File: config.mk
export PLATFORM = sky130hd
export DESIGN_NAME = sdii_term
export DESIGN_NICKNAME = d
export VERILOG_FILES = /design/src/rtl/sdii_pkg.sv /design/src/rtl/sdii_term.sv
export SDC_FILE = /design/constraint.sdc
export NUM_CORES = 1
export LEC_CHECK = 0
export ABC_CLOCK_PERIOD_IN_PS = 11210
export BUFFER_PORTS_ARGS = -buffer_cell sky130_fd_sc_hd__buf_2
export CORE_MARGIN = 1.5
export CORE_UTILIZATION = 55
export DETAILED_ROUTE_END_ITERATION = 7
export PLACE_DENSITY = 0.82
export REMOVE_ABC_BUFFERS = 1
export SYNTH_ARGS = -nofsm -noshare
export SYNTH_HDL_FRONTEND = slang
export SYNTH_SLANG_ARGS = --single-unit
File: constraint.sdc
create_clock -name vclk -period 11.21
set_input_delay 2.242 -clock vclk [all_inputs]
set_output_delay 2.242 -clock vclk [all_outputs]
set_load 0.02 [all_outputs]
File: src/rtl/sdii_pkg.sv
`timescale 1ns / 1ps
`default_nettype none

package sdii_pkg;

    // running sums and line store entries
    localparam int SUM_W = 38;
    // integral value as seen on the port
    localparam int OUT_W = 37;
    // configuration data width
    localparam int CFG_W = 11;
    localparam int CFG_IDX_W = 2;

    typedef enum logic [CFG_IDX_W-1:0] {
        REG_BLOCK_WIDTH   = 2'd0,
        REG_BLOCK_HEIGHT  = 2'd1,
        REG_EXPONENT_MODE = 2'd2
    } t_reg_idx;

endpackage

`default_nettype wire

File: src/rtl/sdii_term.sv
`timescale 1ns / 1ps
`default_nettype none

module sdii_term import sdii_pkg::*; #(
    parameter int PIXEL_BITS = 8
) (
    input  wire logic [PIXEL_BITS-1:0] i_pixel_ref,
    input  wire logic [PIXEL_BITS-1:0] i_pixel_shifted,
    input  wire logic                  i_shifted_inside,
    input  wire logic                  i_exponent_mode,
    output logic      [SUM_W-1:0]      o_term
);

    logic [PIXEL_BITS:0]     diff;
    logic [PIXEL_BITS-1:0]   mag;
    logic [2*PIXEL_BITS-1:0] sq;

    always_comb begin
        diff = {1'b0, i_pixel_ref} - {1'b0, i_pixel_shifted};
        // magnitude without going through the sign bit
        mag  = diff[PIXEL_BITS] ? (i_pixel_shifted - i_pixel_ref)
                                : (i_pixel_ref - i_pixel_shifted);
        sq   = {{PIXEL_BITS{1'b0}}, mag} * {{PIXEL_BITS{1'b0}}, mag};
        if (!i_shifted_inside) begin
            o_term = '0;
        end else if (i_exponent_mode) begin
            o_term = {{(SUM_W-2*PIXEL_BITS){1'b0}}, sq};
        end else begin
            o_term = {{(SUM_W-PIXEL_BITS-1){diff[PIXEL_BITS]}}, diff};
        end
    end

endmodule

`default_nettype wire

==> insert_results.sql <==
INSERT INTO impl_metrics (metric_group, metric, value, unit) VALUES
('sta', 'timing.final.hold_violations', '0', ''),
('placed_design', 'routability_driven_placement_congestion_ratio', '0.894', ''),
('synthesis', 'synth.yosys.warnings', '0', ''),
('synthesis', 'synth_seq_area_share', '0', ''),
('global_routing', 'met2_usage', '0.418', ''),
('worst_setup_path', 'timing.critical_path.slowest_cell_delay', '0.56', 'ns'),
('job', 'maxCapViolations', '0', ''),
('synthesis', 'post_synth.cell_area_avg', '7.85', 'um^2'),
('global_routing', 'grt_usage', '0.222', ''),
('global_routing', 'grt_max_degree', '23', ''),
('sta', 'max_freq', '91.6', 'MHz'),
('placed_design', 'placed_cells', '459', ''),
('route', 'detail_route.wirelength', '5950', 'um'),
('route', 'firstDrtPassIters', '4', ''),
('sta', 'max_slew_margin', '0.713', ''),
('layout', 'layout.cells.most_common_list', '68 x inv_1, 56 x buf_2, 47 x ha_1', ''),
('worst_setup_path', 'critPathKind', 'input port to primary output', ''),
('global_routing', 'first_pass_grt_wire_length', '9880', 'um'),
('synthesis', 'syn_inst', '358', ''),
('die', 'rows', '25', ''),
('route', 'drtAntennaViolNets', '0', ''),
('run_status', 'run_status', 'completed', ''),
('layout', 'final-instance-count-excl-fill', '468', ''),
('die', 'floorplan.io_pins', '56', ''),
('worst_setup_path', 'crit_arrival', '8.67', 'ns'),
('global_routing', 'global_route.usage.met3', '0.00407', ''),
('worst_setup_path', 'cp.required', '8.97', 'ns'),
('route', 'vias', '2469', ''),
('layout', 'final_common_cell', 'inv_1', ''),
('synthesis', 'synth_area', '2810', 'um^2'),
('sta', 'tightest_slew', '0.427', 'ns'),
('sta', 'final.period_utilization', '0.974', ''),
('worst_setup_path', 'path_max_fanout', '6', ''),
('min_path', 'hp-class', 'input port to primary output', ''),
('placed_design', 'dpl.hpwl', '5010', 'um'),
('worst_setup_path', 'cp_slowest_cell', 'fa_1', ''),
('global_routing', 'gr-max-usage-layer', 'met2', ''),
('die', 'core_region_area', '4820', 'um^2'),
('layout', 'seq_area', '0', 'um^2'),
('worst_setup_path', 'crit_path_end_kind', 'primary output', ''),
('route', 'wire_per_inst', '12.7', 'um'),
('global_routing', 'global_route.usage.met1', '0.293', ''),
('layout', 'drive_gt1_frac', '0.227', ''),
('die', 'initial_core_util', '0.583', ''),
('route', 'dr.first_iter.drc_count', '167', ''),
('layout', 'stdcell_area', '3110', 'um^2'),
('sta', 'setup-violations-final', '0', ''),
('layout', 'layout.nets', '495', ''),
('global_routing', 'first_global_vias', '2280', ''),
('clocking', 'ctsHoldBuffers', '0', ''),
('placed_design', 'port_buffers', '56', ''),
('die', 'dieWidth', '74.5', 'um'),
('layout', 'syn_to_final_growth', '10.7', '%'),
('die', 'die_h', '74.5', 'um'),
('min_path', 'timing.hold.worst_endpoint', 'o_term[5]', ''),
('min_path', 'whs_path_depth', '3', ''),
('synthesis', 'synth_cell_type_count', '51', ''),
('placed_design', 'post_dp_cell_area', '3030', 'um^2'),
('global_routing', 'antenna_found_initial', '0', ''),
('route', 'number_of_design_rule_violations_left_after_detail_routing', '0', ''),
('worst_setup_path', 'timing.critical_path.from_type', 'input port', ''),
('layout', 'final.clkbuf_count', '0', ''),
('route', 'detail_route.vias_per_cell', '5.28', ''),
('sta', 'rsz0062_at_grt', 'true', ''),
('sta', 'drv_slew', '0', ''),
('min_path', 'hold_path.startpoint', 'i_shifted_inside', ''),
('layout', 'numSequentialCells', '0', ''),
('layout', 'n_antenna_cell', '0', ''),
('global_routing', 'grt-ovfl-total', '0', ''),
('sta', 'fin_worst_hold_slack', '4.91', 'ns'),
('sta', 'final.min_clock_period', '10.91', 'ns'),
('die', 'die-area', '5550', 'um^2');
[worst max-delay path by stage]
stage                              start         end  slack, ns
final                     i_pixel_ref[0]  o_term[13]       0.30
after global routing      i_pixel_ref[0]  o_term[14]      0.005
after CTS                 i_pixel_ref[0]  o_term[14]       0.21
after detailed placement  i_pixel_ref[0]  o_term[14]       0.23
after global placement    i_pixel_ref[0]  o_term[14]       0.45
after floorplan           i_pixel_ref[0]  o_term[16]      -4.19
[layout make-up]
type,instances,area [um^2]
inverters,68,255
fillers,418,1710
multi-input cells,260,2360
well taps,67,83.8
repair buffers,73,408
[cell families after synthesis]
group                    synth area share
multiplexers                       0.0378
AND/OR/NAND/NOR                     0.157
AO/OA/AOI/OAI                       0.153
adder cells (fa/ha/maj)             0.402
XOR/XNOR                           0.0868
buffers and inverters               0.164
[metrics by stage]
stage               setup TNS [ns]  worst slack [ns]   util
floorplan                   -92.09             -4.19      -
global placement                 0             0.447  0.629
detailed placement               0             0.232  0.629
CTS                              0             0.208  0.629
global route                     0           0.00524  0.646
finish                           0             0.297  0.646
[cells in the mapped netlist, types with 6 or more instances]
library cell,number,area [um^2]
mux2i_1,7,70.1
a21oi_1,24,120
a21o_1,6,45.0
and2_1,6,37.5
fa_1,27,541
o21ai_0,10,50.1
nor2_1,34,128
xnor2_1,14,123
nand2_1,13,48.8
inv_1,68,255
xor2_1,7,61.3
buf_4,21,158
ha_1,47,588
nor3_1,7,35.0
[worst max-delay path: cells and delay by family]
kind	cells	cell delay, ns
simple gates	3	0.89
buf+inv	8	0.82
fa+ha+maj	7	3.00
mux	1	0.23
xor+xnor	1	0.18
compound gates	7	1.33
[per-layer routing]
metal	wire length [um]	vias up
li1	-	1224
met1	2600	1147
met2	2980	90
met3	282	8
met4	86	0
met5	0	-
[what timing repair did]
action / in CTS / in global routing
setup buffers: 0 / 9
setup endpoints to repair: 0 / 3
gates resized for setup: 0 / 2
endpoints found under the hold margin: 0 / 0
Power is not shown: default switching activity piles up to over one toggle a cycle in this logic, so the estimate is an artifact.
